**src/sv/tspd_pkg.sv**
```systemverilog
// Package for the tablet serial packet decoder.
// Holds the frame constants, the result kind codes and the decoded packet type.
// No dependencies.
`timescale 1ns / 1ps
`default_nettype none
package tspd_pkg;

  localparam int unsigned FRAME_LEN   = 7;
  localparam int unsigned STORE_DEPTH = FRAME_LEN - 1;
  localparam int unsigned CNT_W       = $clog2(FRAME_LEN + 1);
  localparam int unsigned IDX_W       = $clog2(STORE_DEPTH);

  localparam int unsigned BYTE_W  = 8;
  localparam int unsigned POS_W   = 16;
  localparam int unsigned PRESS_W = 8;
  localparam int unsigned BTN_W   = 3;
  localparam int unsigned OUT_W   = 48;

  localparam int unsigned HDR_BIT    = 7;
  localparam int unsigned STYLUS_BIT = 5;
  localparam int unsigned SIGN_BIT   = 6;

  typedef enum logic {
    KIND_AXIS = 1'b0,
    KIND_BTN  = 1'b1
  } kind_e;

  typedef struct packed {
    logic               btn_chg;
    logic [POS_W-1:0]   pos_x;
    logic [POS_W-1:0]   pos_y;
    logic [PRESS_W-1:0] pressure;
    logic [BTN_W-1:0]   buttons;
  } pkt_t;

endpackage
`default_nettype wire

```
**src/sv/tspd_frame.sv**
```systemverilog
// Frame assembler: stores the incoming bytes, tracks the frame position and
// decodes a full stylus frame into a registered packet. Depends on tspd_pkg.
`timescale 1ns / 1ps
`default_nettype none
module tspd_frame (
  input  wire logic                        clk_i,
  input  wire logic                        rst_ni,
  input  wire logic                        byte_valid_i,
  output logic                             byte_ready_o,
  input  wire logic [tspd_pkg::BYTE_W-1:0] byte_i,
  output logic                             pkt_valid_o,
  input  wire logic                        pkt_ready_i,
  output tspd_pkg::pkt_t                   pkt_o
);
  import tspd_pkg::*;

  logic [BYTE_W-1:0] store_q [STORE_DEPTH];
  logic [CNT_W-1:0]  cnt_q, cnt_d, cnt_eff;
  logic [BTN_W-1:0]  prev_btn_q, prev_btn_d;
  logic              pkt_valid_q, pkt_valid_d;
  pkt_t              pkt_q, pkt_d;
  logic              accept, full_frame, decode;
  logic [BYTE_W-1:0] b0, b1, b2, b3, b4, b5, b6;

  assign byte_ready_o = !pkt_valid_q || pkt_ready_i || (cnt_q != CNT_W'(STORE_DEPTH));
  assign accept       = byte_valid_i && byte_ready_o;

  assign cnt_eff    = byte_i[HDR_BIT] ? '0 : cnt_q;
  assign full_frame = (cnt_eff == CNT_W'(STORE_DEPTH));

  assign b0 = store_q[0];
  assign b1 = store_q[1];
  assign b2 = store_q[2];
  assign b3 = store_q[3];
  assign b4 = store_q[4];
  assign b5 = store_q[5];
  assign b6 = byte_i;

  assign decode = accept && full_frame && b0[STYLUS_BIT];

  always_comb begin
    pkt_d.pos_x    = {b0[1:0], 14'd0} + {1'b0, b1, 7'd0} + {8'd0, b2};
    pkt_d.pos_y    = {b3[1:0], 14'd0} + {1'b0, b4, 7'd0} + {8'd0, b5};
    pkt_d.pressure = {~b6[SIGN_BIT], b6[5:0], b3[2]};
    pkt_d.buttons  = b3[5:3];
    pkt_d.btn_chg  = (b3[5:3] != prev_btn_q);
  end

  always_comb begin
    cnt_d = cnt_q;
    if (accept && cnt_eff < CNT_W'(FRAME_LEN)) begin
      cnt_d = cnt_eff + CNT_W'(1);
    end else if (accept) begin
      cnt_d = cnt_eff;
    end
  end

  assign prev_btn_d = decode ? pkt_d.buttons : prev_btn_q;

  always_comb begin
    pkt_valid_d = pkt_valid_q;
    if (decode) begin
      pkt_valid_d = 1'b1;
    end else if (pkt_ready_i) begin
      pkt_valid_d = 1'b0;
    end
  end

  always_ff @(posedge clk_i or negedge rst_ni) begin
    if (!rst_ni) begin
      cnt_q       <= '0;
      prev_btn_q  <= '0;
      pkt_valid_q <= 1'b0;
    end else begin
      cnt_q       <= cnt_d;
      prev_btn_q  <= prev_btn_d;
      pkt_valid_q <= pkt_valid_d;
    end
  end

  always_ff @(posedge clk_i) begin
    if (accept && cnt_eff < CNT_W'(STORE_DEPTH)) begin
      store_q[cnt_eff[IDX_W-1:0]] <= byte_i;
    end
    if (decode) begin
      pkt_q <= pkt_d;
    end
  end

  assign pkt_valid_o = pkt_valid_q;
  assign pkt_o       = pkt_q;

endmodule
`default_nettype wire

```
**src/sv/tspd_out.sv**
```systemverilog
// Result sequencer: holds one decoded packet and issues an optional button
// beat followed by the axis beat. Depends on tspd_pkg.
`timescale 1ns / 1ps
`default_nettype none
module tspd_out (
  input  wire logic                       clk_i,
  input  wire logic                       rst_ni,
  input  wire logic                       pkt_valid_i,
  output logic                            pkt_ready_o,
  input  wire tspd_pkg::pkt_t             pkt_i,
  output logic                            out_valid_o,
  input  wire logic                       out_ready_i,
  output logic [tspd_pkg::OUT_W-1:0]      out_data_o,
  output tspd_pkg::kind_e                 out_kind_o,
  output logic                            out_last_o
);
  import tspd_pkg::*;

  pkt_t pkt_q;
  logic btn_pend_q, btn_pend_d;
  logic axis_pend_q, axis_pend_d;
  logic take_in, beat_done;

  assign beat_done   = axis_pend_q && out_ready_i;
  assign pkt_ready_o = !axis_pend_q || (out_ready_i && !btn_pend_q);
  assign take_in     = pkt_valid_i && pkt_ready_o;

  always_comb begin
    btn_pend_d  = btn_pend_q;
    axis_pend_d = axis_pend_q;
    if (take_in) begin
      btn_pend_d  = pkt_i.btn_chg;
      axis_pend_d = 1'b1;
    end else if (beat_done && btn_pend_q) begin
      btn_pend_d = 1'b0;
    end else if (beat_done) begin
      axis_pend_d = 1'b0;
    end
  end

  always_ff @(posedge clk_i or negedge rst_ni) begin
    if (!rst_ni) begin
      btn_pend_q  <= 1'b0;
      axis_pend_q <= 1'b0;
    end else begin
      btn_pend_q  <= btn_pend_d;
      axis_pend_q <= axis_pend_d;
    end
  end

  always_ff @(posedge clk_i) begin
    if (take_in) begin
      pkt_q <= pkt_i;
    end
  end

  always_comb begin
    if (btn_pend_q) begin
      out_data_o = {5'd0, pkt_q.buttons, {PRESS_W{1'b0}}, {POS_W{1'b0}}, {POS_W{1'b0}}};
      out_kind_o = KIND_BTN;
    end else begin
      out_data_o = {5'd0, pkt_q.buttons, pkt_q.pressure, pkt_q.pos_y, pkt_q.pos_x};
      out_kind_o = KIND_AXIS;
    end
  end

  assign out_valid_o = axis_pend_q;
  assign out_last_o  = !btn_pend_q;

endmodule
`default_nettype wire

```
**src/sv/tablet_serial_packet_decoder.sv**
```systemverilog
// Top level of the tablet serial packet decoder: frame assembler followed by
// the result sequencer. Depends on tspd_pkg, tspd_frame and tspd_out.
//
// Usage: serial bytes enter on the slave stream, one byte per beat. A byte
// with bit 7 set starts a new seven-byte frame. When the seventh byte of a
// stylus frame is taken, a decoded report leaves on the master stream: a
// button beat (tuser high, tlast low) when the button bits changed, then an
// axis beat (tuser low, tlast high). Cursor frames and bytes beyond a full
// frame give no beat.
// Timing: the decoded packet is registered in the frame assembler, then
// taken into the result sequencer, whose registers drive the first beat.
// Throughput: one byte per cycle while s_axis_tready is high; a report has at
// most two beats, far fewer than the seven bytes of a frame, so the input
// never waits on a receiver that keeps tready high.
// A stalled receiver holds the current beat; one further decoded packet
// waits in the frame assembler while bytes keep flowing, and the input stalls
// when a further frame reaches its seventh byte while that packet still waits.
// Reset clears the frame position, the last button state and all pending
// beats; the byte store is not cleared.
`timescale 1ns / 1ps
`default_nettype none
module tablet_serial_packet_decoder (
  input  wire logic        clk_i,
  input  wire logic        rst_ni,
  input  wire logic        s_axis_tvalid,
  output logic             s_axis_tready,
  input  wire logic [7:0]  s_axis_tdata,   // [7:0] rx_byte
  output logic             m_axis_tvalid,
  input  wire logic        m_axis_tready,
  output logic [47:0]      m_axis_tdata,   // [15:0] pos_x, [31:16] pos_y,
                                           // [39:32] pressure, [42:40] button_bits
  output logic             m_axis_tuser,   // [0] kind
  output logic             m_axis_tlast
);
  import tspd_pkg::*;

  logic  pkt_valid, pkt_ready;
  pkt_t  pkt;
  kind_e out_kind;

  tspd_frame u_frame (
    .clk_i        (clk_i),
    .rst_ni       (rst_ni),
    .byte_valid_i (s_axis_tvalid),
    .byte_ready_o (s_axis_tready),
    .byte_i       (s_axis_tdata),
    .pkt_valid_o  (pkt_valid),
    .pkt_ready_i  (pkt_ready),
    .pkt_o        (pkt)
  );

  tspd_out u_out (
    .clk_i       (clk_i),
    .rst_ni      (rst_ni),
    .pkt_valid_i (pkt_valid),
    .pkt_ready_o (pkt_ready),
    .pkt_i       (pkt),
    .out_valid_o (m_axis_tvalid),
    .out_ready_i (m_axis_tready),
    .out_data_o  (m_axis_tdata),
    .out_kind_o  (out_kind),
    .out_last_o  (m_axis_tlast)
  );

  assign m_axis_tuser = out_kind;

  a_btn_not_last: assert property (@(posedge clk_i) disable iff (!rst_ni)
    (m_axis_tvalid && out_kind == KIND_BTN) |-> !m_axis_tlast)
    else $error("Button beat marked as last.");

  a_axis_follows_btn: assert property (@(posedge clk_i) disable iff (!rst_ni)
    (m_axis_tvalid && m_axis_tready && out_kind == KIND_BTN)
      |=> (m_axis_tvalid && out_kind == KIND_AXIS))
    else $error("Axis beat did not follow a button beat.");

  a_pkt_held: assert property (@(posedge clk_i) disable iff (!rst_ni)
    (pkt_valid && !pkt_ready) |=> (pkt_valid && $stable(pkt)))
    else $error("Pending packet lost or changed.");

  a_stall_cause: assert property (@(posedge clk_i) disable iff (!rst_ni)
    !s_axis_tready |-> (pkt_valid && m_axis_tvalid))
    else $error("Input stalled without pending packets.");

endmodule
`default_nettype wire
```
**config.mk**
```make
export PLATFORM = sky130hd
export DESIGN_NAME = tablet_serial_packet_decoder
export DESIGN_NICKNAME = d
export VERILOG_FILES = /design/src/sv/tspd_pkg.sv /design/src/sv/tspd_frame.sv /design/src/sv/tspd_out.sv /design/src/sv/tablet_serial_packet_decoder.sv
export SDC_FILE = /design/constraint.sdc
export NUM_CORES = 1
export LEC_CHECK = 0
export BUFFER_PORTS_ARGS = -buffer_cell sky130_fd_sc_hd__buf_2
export CORE_MARGIN = 2
export CORE_UTILIZATION = 50
export DETAILED_ROUTE_END_ITERATION = 10
export PLACE_DENSITY = 0.68
export SLEW_MARGIN = 25
export SYNTH_ARGS = -nofsm -noshare
export SYNTH_HDL_FRONTEND = slang
export SYNTH_SLANG_ARGS = --single-unit
```
**constraint.sdc**
```tcl
create_clock -name clk_i -period 6.4 [get_ports clk_i]
set_input_delay 1.92 -clock clk_i [delete_from_list [all_inputs] [get_ports clk_i]]
set_output_delay 1.92 -clock clk_i [all_outputs]
set_load 0.02 [all_outputs]
```
* Yosys cells after proc, flatten, opt, wreduce, memory -nomap -nowiden
Memories as Yosys holds them, arrays and structs flattened.
Cells that the tools add are included.
** Operators by class
- Add/sub/neg operators :: 5
- Eq/ne operators :: 4
- Order comparisons :: 2
- Bitwise logic cells :: 1
- Multiplexer cells :: 14
- Reductions and logical operators :: 20
** Operators with widths (number)
- 40-bit two-way mux :: 1
- 16-bit by 15-bit adder with 16-bit output :: 2
- 16-bit by 8-bit adder with 16-bit output :: 2
- 1-bit two-way mux :: 10
- 1-bit logical AND :: 9
- 3-bit two-way mux :: 3
- 2-bit nonzero test :: 4
- 3-bit < comparator (second input constant) :: 2
- 3-bit by 1-bit adder with 3-bit output (second input constant) :: 1
- 3-bit equality test (second input constant) :: 1
- 1-bit zero test :: 3
- 1-bit logical OR :: 3
- 3-bit inequality test :: 1
- 3-bit inequality test (second input constant) :: 1
- 2-bit by 1-bit inequality test with 1-bit output (second input constant) :: 1
- 2-bit AND reduction :: 1
- 1-bit inverter :: 1
** Word-level totals
- Bits in writable memories :: 48
- Logic and storage cells :: 61
- Memories kept :: 1
- Input port bits :: 12
- Register bits :: 96
- Output and inout bits :: 52
** Memory list
- u_frame.store_q :: words 6, bits a word 8, rd ports 6, clocked after memory_dff 0, write ports 1, RTL line tspd_frame.sv:17 : logic [BYTE_W-1:0] store_q [STORE_DEPTH];

* Logic depth before layout (Yosys ltp)
Gate-level depths: netlist (run 1).
- Word-level depth :: 9
- Mapped depth :: 6
- Depth with buffers taken out :: 6

* Cells and area by module
From an unflattened synthesis (run 1), not the netlist that was laid out.
** Second synthesis, totals
- Cell total of the unflattened synthesis :: 281
- Area total of the unflattened synthesis :: 5036.1 um^2
** Modules (own cells, without submodules)
- tspd_frame :: cells an instance 176, instances 1, seq. area each 2727.6 um^2, area an instance 3311.9 um^2
- tspd_out :: cells an instance 105, instances 1, seq. area each 1341.3 um^2, area an instance 1724.2 um^2

* Worst setup path after synthesis (run 1)
No wires, ideal clock.
- Path type :: in2out
- Start :: input m_axis_tready
- End :: output s_axis_tready
- Slack :: 2260 ps
- Data required time :: 4480 ps
- Arrival :: 2220 ps
- Cell stages on the path :: 2
- Buffers on the path :: 0
- Cell sequence :: nand2b_1 nand3_2
** On the way
- Longest elaborated chain between the ends :: 4
** RTL lines
- start, declared :: RTL line tablet_serial_packet_decoder.sv:29 : input wire logic m_axis_tready,
- 1-bit logical AND :: RTL line tspd_out.sv:25 : assign pkt_ready_o = !axis_pend_q || (out_ready_i && !btn_pend_q);
- 1-bit logical OR :: RTL line tspd_out.sv:25
- 1-bit logical OR (2 in a row) :: RTL line tspd_frame.sv:25 : assign byte_ready_o = !pkt_valid_q || pkt_ready_i || (cnt_q != CNT_W'(STORE_DEPTH));
- end, declared :: RTL line tablet_serial_packet_decoder.sv:26 : output logic s_axis_tready,
No other way between the ends.

* Final worst setup path (run 1)
Same ends and word-level chain as after synthesis.

==> summary.md, run 1 <==
| Metric | Value |
|---|---|
| Worst-path clk slew | `0.06 ns` |
| Worst Tran Pin Value | `0.623 ns` |
| Routed Antenna Nets | `0` |
| Core area | `roughly 10000 um^2` |
| # IOs | `64` |
| Syn_area_per_cell | `between 15 and 20 um^2` |
| Clock buffer depth | `2` |
| Synth Area in XOR/XNOR | `2.95%` |
| Largest family of logic cells by synthesized area | `simple AND/OR/NAND/NOR gates` |
| Fillers | `722` |
| Initial drt markers | `around 170` |
| Die H | `105 um` |
| Library cells used by synthesis | `35` |
| LEAKAGE | `around 2.2 nW` |
| Top sig layer | `met4` |
| Syn Inst Count | `280` |
| Initial antenna violation count | `0` |
| Post-synth top area cell | `edfxtp_1` |
| Critical path arrival | `between 2 and 3 ns` |
| EDFF count, synth | `~130` |
| Hold Crit Class | `reg2reg` |
| Synth Flop Type | `edfxtp_1` |
| Origin of the critical flop-to-flop path | `u_out.btn_pend_q` |
| Non-filler cells, final | `around 500` |
| Status | `finished clean` |
| Area Overhead vs Synth | `20.5%` |
| Synth area leaders | `edfxtp_1 (76%), nor2b_1 (5.0%), dfrtp_1 (4.5%)` |
| Crit path kind | `in2out` |
| Die ar. | `10900 um^2` |
| M1 WL | `between 3000 and 4000 um` |
| Asr flop ratio synth | `roughly 6.6%` |
| Crit Path Max Fanout | `5` |
| Critical path launch point type | `input port` |
| H-tree Lvls | `4` |
| Ant diodes | `0` |
| First-pass GRT wire length | `between 10000 and 15000 um` |
| DP HPWL | `a little under 5000 um` |
| Hold Vio Cnt, Final | `0` |
| Reg2reg end | `u_frame.pkt_o[34]` |
| Clock latency at the later pin of the worst-skew pair | `between 0.5 and 0.6 ns` |
| Total congestion overflow | `0` |
| Residual DRC count | `0` |
| Rows | `36` |
| Layout Skew | `0.00738 ns` |
| FF+latch area | `4070 um^2` |
| Final hold slack | `0.414 ns` |
| Syn Std Cell Area | `5050 um^2` |
| Setup crit end kind | `primary output` |
| Layout Utilization | `62.3%` |
| RSZ-0062 raised after global routing | `no` |
| Post-CTS Resized | `0` |
| Final instance area | `6090 um^2` |
| Die width | `roughly 100 um` |
| Final min period | `around 4.4 ns` |
| Pwr/cell area | `approximately 350 nW/um^2` |
| Cts hold-fix bufs | `0` |
| First-pass iteration count of the detailed router | `4` |
| Placed inst area | `5460 um^2` |
| Reg-to-reg slack, setup | `around 4 ns` |
| Worst VDD drop | `193 uV` |
| Drt wl/cell | `~16 um` |
| Number of global-route vias before repair | `2328` |
| IO buf count | `between 50 and 60` |
| Avg Vias per Cell | `roughly 5` |
| CTS tree | `built` |
| Placed insts | `approximately 460` |
| Adder-Cell Fraction of Synth Area | `1.98%` |
| Total track usage | `15.6%` |
| Routed length on met3 | `303 um` |
| WP data required | `between 4 and 5 ns` |
| Max-Cap Viols | `0` |
| Post-synthesis sequential area ratio | `80.5%` |
| Reg2Reg Depth | `6` |
| Routed wl met2 | `around 3900 um` |
| Synth Register Bits | `approximately 140` |
| Layout cells sized above 1 | `around 28%` |
| Post-layout net count | `370` |
| Clock sink total | `roughly 140` |
| Synth top area share | `about 76%` |
| Yosys warnings | `0` |
| Synth Area in Simple Gates | `around a tenth` |
| End of the worst hold path | `u_frame.pkt_o[28]` |
| Hold Path Depth | `0` |
| Final slew viol count | `0` |
| Max Clk Rate | `0.226 GHz` |
| Relative slew slack | `approximately three fifths` |
| Clk root buf | `clkbuf_8` |
| Setup violators final | `0` |
| Starting Density | `between 50 and 60%` |
| Worst setup margin | `roughly 2.0 ns` |
| Compound-Gate Fraction of Synth Area | `under 10%` |
| Top cells by count, synth | `edfxtp_1 (128), nor2b_1 (40), nand3_1 (11), xnor2_1 (11), nand2_1 (10)` |
| Crit share post-route | `69.2%` |
| Hold path startpoint | `u_frame.store_q[2][1]` |
| Total Power | `between 2 and 2.5 mW` |
| Multi-input gate area | `906 um^2` |
| Post-CTS Setup Bufs | `0` |
| Multiplexer area fraction after synthesis | `1.09%` |
| Largest net degree at the start of global routing | `between 40 and 50` |
| Total number of vias | `2434` |
| Top-count cell post-synth | `edfxtp_1` |
| Routed Wire Length | `approximately 7900 um` |
| Place WS | `slightly below 2 ns` |
| Setup TNS Final | `0 ns` |
| Num CTS Buffers | `17` |
| Routability cong. | `between 0.8 and 0.9` |
[power by group]
| part | total (mW) | internal (mW) | switching [mW] |
|---|---|---|---|
| clock network | 0.992 | 0.635 | 0.357 |
| logic | 0.142 | 0.0495 | 0.0927 |
| registers | 1.02 | 0.998 | 0.0226 |
| total | 2.15 | 1.68 | 0.472 |
[worst max-delay path, stage by stage]
cell and delay (ns):
buf_2 0.11, nand2b_1 0.11, nand3_2 0.16, buf_2 0.21
[routing by layer]
metal / GRT usage, % / vias up
met2: 24.6 / 62
met5: 0 / -
met1: 20.4 / 1202
met3: 4.07 / 10
li1: - / 1160
met4: 6.95 / 0
[kinds of logic after synthesis]
| kind of cell | Yosys count |
|---|---|
| compound gates | 11 |
| buf+inv | 19 |
| flops | 137 |
| other cells | 1 |
| mux | 4 |
| simple gates | 83 |
| xor+xnor | 17 |
| fa+ha+maj | 8 |
[state kept, by name, summed over array words and instances, names as in the netlist]
signal,count
u_frame.pkt_o,44
u_out.pkt_q,43
u_frame.store_q,41
u_frame.cnt_q,3
u_frame.prev_btn_q,3
u_frame.pkt_valid_o,1
u_out.btn_pend_q,1
u_out.out_valid_o,1
[area by class of cell]
class	instances	area share [%]
Timing Repair Buffer	61	5.14
Clock inverter	14	3.23
Inverter	5	0.308
Sequential cell	137	66.8
Tap cell	133	2.73
Multi-Input combinational cell	128	14.9
Clock buffer	18	6.87
[cell usage in the layout, fill, tap and decap left out, types with 4 or more instances in the layout]
cell type  netlist  routed
xnor2_1         11      11
conb_1           1       5
edfxtp_1       128     128
clkbuf_16        0      16
buf_2            1      58
nand2_1         10      10
ha_1             8       8
inv_1            5       5
nor2b_1         40      40
o21ai_0          4       4
nand2b_1         4       4
dfrtp_1          9       9
bufinv_16        0       4
nand3_1         11      11
nor2_1           7       7
xor2_1           6       6
[worst max-delay path by stage]
stage                   from             to  slack [ns]  cells past startpoint
3_3_place_gp   m_axis_tready  s_axis_tready        2.00                      4
3_5_place_dp   m_axis_tready  s_axis_tready        1.98                      4
5_1_grt        m_axis_tready  s_axis_tready        1.93                      4
6_report       m_axis_tready  s_axis_tready        1.97                      4
2_1_floorplan  m_axis_tready  s_axis_tready        2.26                      2
4_1_cts        m_axis_tready  s_axis_tready        1.98                      4
(Power assumes the default switching activity.)
==> run 2: changes to the inputs <==
==> constraint.sdc (replaced) <==
create_clock -name clk_i -period 4.2 [get_ports clk_i]
set_input_delay 1.26 -clock clk_i [delete_from_list [all_inputs] [get_ports clk_i]]
set_output_delay 1.26 -clock clk_i [all_outputs]
set_load 0.02 [all_outputs]
==> run 2 against run 1 <==
Effect of this change: sequential power rose by 53%; non-clock buffer count rose by 1; register-to-register slack got worse by 2.0 ns; die area did not move; setup slack got worse by 0.98 ns; global-route usage rose by 0.15 points; final area fell by 1.0%; worst hold slack improved by 0.0012 ns; flip-flop and latch count did not move; combinational power rose by 51%; clock-buffer cell count fell by 1; critical path depth fell by 1; largest cell class unchanged; largest power group unchanged.
==> summary.md, run 2 (synthesis gave the netlist of run 1 again) <==
| Metric | Value |
|---|---|
| Status | `finished clean` |
| Hold Path Depth | `0 (unchanged)` |
| Total Power | `3.12 mW (+45%)` |
| Post-CTS Setup Bufs | `0 (unchanged)` |
| Total number of vias | `2425 (-0.37%)` |
| Critical path arrival | `1.95 ns (-0.56 ns)` |
| Initial drt markers | `140 (-19%)` |
| Worst VDD drop | `284 uV (+47%)` |
| Relative slew slack | `54.5% (-3.8 points)` |
| RSZ-0062 raised after global routing | `no` |
| End of the worst hold path | `u_frame.pkt_o[16]` |
| Clock sink total | `137 (unchanged)` |
| Final slew viol count | `0 (unchanged)` |
| Layout Skew | `0.00902 ns (+0.00164 ns)` |
| Routed Wire Length | `7790 um (-1.2%)` |
| Total congestion overflow | `0 (unchanged)` |
| Max-Cap Viols | `0 (unchanged)` |
| Crit Path Max Fanout | `28 (+23)` |
| Clock buffer depth | `2 (unchanged)` |
| Setup violators final | `0 (unchanged)` |
| Setup crit end kind | `primary output` |
| Gate power share | `6.8% (+0.2 points)` |
| Die width | `105 um (unchanged)` |
| Worst Tran Pin Value | `0.683 ns (+0.0592 ns)` |
| Routability cong. | `0.831 (+1.8%)` |
| Sw frac | `22.3% (+0.42 points)` |
| Post-CTS Resized | `0 (unchanged)` |
| Die H | `105 um (unchanged)` |
| Clk pwr share | `43.3% (-2.7 points)` |
| # IOs | `64 (unchanged)` |
| Largest net degree at the start of global routing | `45 (unchanged)` |
| Core area | `9770 um^2 (unchanged)` |
| Crit share post-route | `roughly 77%` |
| Hold Vio Cnt, Final | `0 (unchanged)` |
| Reg2reg end | `u_frame.pkt_o[25]` |
| Place WS | `1.10 ns (-0.871 ns)` |
| Pwr/cell area | `518 nW/um^2 (+46%)` |
| Layout cells sized above 1 | `27.2% (-0.63 points)` |
| Hold path startpoint | `u_frame.store_q[5][5]` |
| CP cell instances | `buf_4, nor2b_1, buf_2` |
| Setup TNS Final | `0 ns (unchanged)` |
| Critical path launch point type | `flop` |
| Initial antenna violation count | `0 (unchanged)` |
| Most frequent cells in the layout | `edfxtp_1 (128), buf_2 (58), nor2b_1 (40), clkbuf_16 (16)` |
| Cts hold-fix bufs | `0 (unchanged)` |
| Origin of the critical flop-to-flop path | `u_out.btn_pend_q` |
| Worst-path clk slew | `0.06 ns (about the same)` |
| Bufs and invs on worst path | `2 (unchanged)` |
| Routed Antenna Nets | `0 (unchanged)` |
| Drt wl/cell | `15.7 um (-1.4%)` |
| Reg2Reg Depth | `5 (-1)` |
| Largest register FFs | `44 (unchanged)` |
| Top delay family on crit path | `flip-flops` |
| First-pass GRT wire length | `12400 um (-0.55%)` |
| Clock latency at the later pin of the worst-skew pair | `0.52 ns (about the same)` |
| Layout Utilization | `61.6% (-0.64 points)` |
| Slowest CP cell | `dfrtp_1` |
| WP data required | `2.94 ns (-1.54 ns)` |
| Worst path max stage delay | `0.78 ns (+0.57 ns)` |
| Rows | `36 (unchanged)` |
| Number of global-route vias before repair | `2348 (+0.86%)` |
| Post-layout net count | `371 (+0.27%)` |
| Crit path kind | `reg2out` |
| Avg Vias per Cell | `4.88 (-0.57%)` |
| Reg-to-reg slack, setup | `2.00 ns (-2.03 ns)` |
| Worst setup margin | `0.986 ns (-0.983 ns)` |
| CTS tree | `built` |
| P_int | `2.43 mW (+44%)` |
| H-tree Lvls | `4 (unchanged)` |
| LEAKAGE | `2.19 nW (-1.2%)` |
| First-pass iteration count of the detailed router | `4 (unchanged)` |
| Total track usage | `15.7% (+0.15 points)` |
| Hold Crit Class | `reg2reg` |
| Ant diodes | `0 (unchanged)` |
| Commonest non-fill, non-tap cell in the layout | `edfxtp_1` |
| Max Clk Rate | `approximately 0.31 GHz` |
| Final min period | `~3.2 ns` |
| Psw | `0.698 mW (+48%)` |
| DP HPWL | `4830 um (-2.7%)` |
| Residual DRC count | `0 (unchanged)` |
| Die ar. | `10900 um^2 (unchanged)` |
| Clk root buf | `clkbuf_8` |
| IO buf count | `58 (unchanged)` |
| Area Overhead vs Synth | `19.2%` |
| Starting Density | `51.7% (unchanged)` |
| Num CTS Buffers | `17 (unchanged)` |
| Seq pwr share | `49.8% (+2.4 points)` |
==> run 2: worst max-delay path by stage <==
| stage | cells past startpoint | end | start | slack, ns |
|---|---|---|---|---|
| floorplan | 5 | u_frame.pkt_o[0] | s_axis_tdata[7] | 1.07 |
| global route | 3 | m_axis_tdata[32] | u_out.btn_pend_q | 0.84 |
| CTS | 3 | m_axis_tdata[33] | u_out.btn_pend_q | 0.95 |
| finish | 3 | m_axis_tdata[33] | u_out.btn_pend_q | 0.99 |
| detailed placement | 4 | s_axis_tready | m_axis_tready | 1.10 |
| global placement | 4 | s_axis_tready | m_axis_tready | 1.11 |
==> run 2: worst register-to-register path: stages, from the launching register on <==
cell	delay (ns)
dfrtp_1	0.63
nand2b_1	0.32
nand3_2	0.15
nand4_4	0.15
inv_1	0.08
buf_4	0.48
==> run 2: layout make-up <==
cell class	count	area, um^2
Sequential cell	137	4070
Fill cell	722	3750
Multi-Input combinational cell	128	901
Clock buffer	17	414
Timing Repair Buffer	62	320
Tap cell	133	166
Clock inverter	15	135
Inverter	5	18.8
==> run 2: through the flow <==
stage	area [um^2]	std cells	hold slack [ns]
2_1_floorplan	5070	284	0.400
3_3_place_gp	5460	465	0.401
3_5_place_dp	5460	465	0.405
4_1_cts	6010	497	0.413
5_1_grt	6020	497	0.420
6_report	6020	497	0.415
==> run 2: layer usage <==
metal  wire length (um)  track usage, %
met1               3510            20.1
met2               3760            23.8
met3                431            6.70
met4                 90            6.27
met5                  0               0
==> run 2: power groups by stage <==
stage | registers [mW] | clock network, mW | logic, mW
global placement | 1.58 | 0 | 0.211
CTS | 1.55 | 1.38 | 0.216
global route | 1.56 | 1.44 | 0.234
floorplan | 1.57 | 0 | 0.154
detailed placement | 1.58 | 0 | 0.215
finish | 1.56 | 1.35 | 0.214
==> run 3: changes to the inputs <==
==> constraint.sdc (replaced) <==
create_clock -name clk_i -period 3 [get_ports clk_i]
set_input_delay 0.9 -clock clk_i [delete_from_list [all_inputs] [get_ports clk_i]]
set_output_delay 0.9 -clock clk_i [all_outputs]
set_load 0.02 [all_outputs]
==> run 3 against run 2 <==
Effect of this change: sequential power increased by 40%; clock skew increased by 0.00095 ns; highest routed layer unchanged; utilization increased by 0.35 points; final cell count increased by 0.20%; final area increased by 0.56%; clock power increased by 40%; clock-buffer cell count unchanged.
==> summary.md, run 3 (synthesis gave the netlist of run 1 again) <==
| Metric | Value |
|---|---|
| Worst VDD drop | `499 uV (+76%)` |
| Largest net degree at the start of global routing | `45 (unchanged)` |
| Crit path kind | `reg2out` |
| Post-layout net count | `374 (+0.81%)` |
| # IOs | `64 (unchanged)` |
| Post-CTS Resized | `0 (unchanged)` |
| Ant diodes | `0 (unchanged)` |
| Hold Vio Cnt, Final | `0 (unchanged)` |
| CTS tree | `built` |
| IO buf count | `58 (unchanged)` |
| Core area | `9770 um^2 (unchanged)` |
| Reg-to-reg slack, setup | `0.96 ns (-1.04 ns)` |
| Initial antenna violation count | `0 (unchanged)` |
| Number of global-route vias before repair | `2417 (+2.9%)` |
| Rows | `36 (unchanged)` |
| Clock buffer depth | `2 (unchanged)` |
| Starting Density | `51.7% (unchanged)` |
| Commonest non-fill, non-tap cell in the layout | `edfxtp_1` |
| Status | `finished clean` |
| Setup TNS Final | `0 ns (unchanged)` |
| First-pass GRT wire length | `12700 um (+2.2%)` |
| Clk root buf | `clkbuf_8` |
| First-pass iteration count of the detailed router | `5 (+1)` |
| Pwr/cell area | `721 nW/um^2 (+39%)` |
| Drt wl/cell | `16.0 um (+1.9%)` |
| Final min period | `about 2.8 ns` |
| Clock latency at the later pin of the worst-skew pair | `0.51 ns (about the same)` |
| Layout Skew | `0.00997 ns (+0.000948 ns)` |
| Total number of vias | `2415 (-0.41%)` |
| Critical path launch point type | `flop` |
| H-tree Lvls | `4 (unchanged)` |
| Final slew viol count | `0 (unchanged)` |
| LEAKAGE | `2.21 nW (+0.94%)` |
| Critical path arrival | `1.86 ns (-0.09 ns)` |
| Total track usage | `15.8% (+0.066 points)` |
| Clock sink total | `137 (unchanged)` |
| Routed Antenna Nets | `0 (unchanged)` |
| Total Power | `4.37 mW (+40%)` |
| Max-Cap Viols | `0 (unchanged)` |
| Most frequent cells in the layout | `edfxtp_1 (128), buf_2 (58), nor2b_1 (40), clkbuf_16 (16)` |
| Fillers | `734 (+1.7%)` |
| Hold Crit Class | `in2async` |
| Worst-path clk slew | `0.06 ns (about the same)` |
| Post-CTS Setup Bufs | `0 (unchanged)` |
| Setup violators final | `0 (unchanged)` |
| Die ar. | `10900 um^2 (unchanged)` |
| Setup crit end kind | `primary output` |
| Die width | `105 um (unchanged)` |
| Initial drt markers | `112 (-20%)` |
| Relative slew slack | `57.9% (+3.4 points)` |
| Routability cong. | `0.844 (+1.6%)` |
| Worst Tran Pin Value | `0.630 ns (-0.0530 ns)` |
| WP data required | `2.10 ns (-0.84 ns)` |
| Die H | `105 um (unchanged)` |
| Largest register FFs | `44 (unchanged)` |
| Residual DRC count | `0 (unchanged)` |
| Routed Wire Length | `7950 um (+2.1%)` |
| Total congestion overflow | `0 (unchanged)` |
| RSZ-0062 raised after global routing | `no` |
| Max Clk Rate | `about 0.36 GHz` |
| Cts hold-fix bufs | `0 (unchanged)` |
| Area Overhead vs Synth | `19.9%` |
| Layout cells sized above 1 | `27.4% (+0.20 points)` |
| Num CTS Buffers | `17 (unchanged)` |
| Crit share post-route | `about 92%` |
| Crit Path Max Fanout | `28 (unchanged)` |
| Avg Vias per Cell | `4.85 (-0.61%)` |
| DP HPWL | `5050 um (+4.4%)` |
[run 3: path summary, 6_finish.rpt]
check	startpoint	endpoint	depth (start not counted)
setup / recovery	u_out.btn_pend_q	m_axis_tdata[33]	3
min in group clk_i	u_frame.pkt_o[20]	u_out.pkt_q[20]	0
max in group asynchronous	rst_ni	u_frame.cnt_q[1]	1
setup reg to reg	u_out.btn_pend_q	u_out.pkt_q[25]	4
hold reg to reg	u_frame.pkt_o[20]	u_out.pkt_q[20]	0
hold / removal	rst_ni	u_frame.prev_btn_q[1]	1
[run 3: stage by stage]
stage                     util [%]  std cells  setup slack, ns  hold WS, ns  area, um^2
after global placement        56.4        468            0.606        0.401        5510
after floorplan                  -        284            0.235        0.400        5070
after detailed placement      56.4        468            0.553        0.405        5510
after CTS                     62.0        498            0.185        0.219        6060
after global routing          62.0        498           0.0966        0.226        6060
final                         62.0        498            0.242        0.238        6060
[run 3: worst max-delay path, stage by stage (launching register included)]
cell     delay [ns]
dfrtp_1        0.72
buf_4          0.39
nor2b_1        0.08
buf_2          0.16
[run 3: final cells by class]
cell class	count	area [um^2]	area share, %
Clock buffer	17	414	6.84
Inverter	5	18.8	0.310
Timing Repair Buffer	65	368	6.07
Clock inverter	13	133	2.19
Multi-Input combinational cell	128	890	14.7
Tap cell	133	166	2.75
Sequential cell	137	4070	67.2
[run 3: layer usage]
layer | share of wire (%) | global-route usage [%] | up-vias
li1 | - | - | 1164
met1 | 43 | 20.2 | 1178
met2 | 51 | 25.4 | 63
met3 | 4.5 | 4.95 | 10
met4 | 1.3 | 6.08 | 0
met5 | 0 | 0 | -
[run 3: where the power goes]
part | internal [mW] | switching, mW
Clock | 1.16 | 0.727
Combinational | 0.107 | 0.193
Sequential | 2.13 | 0.0482
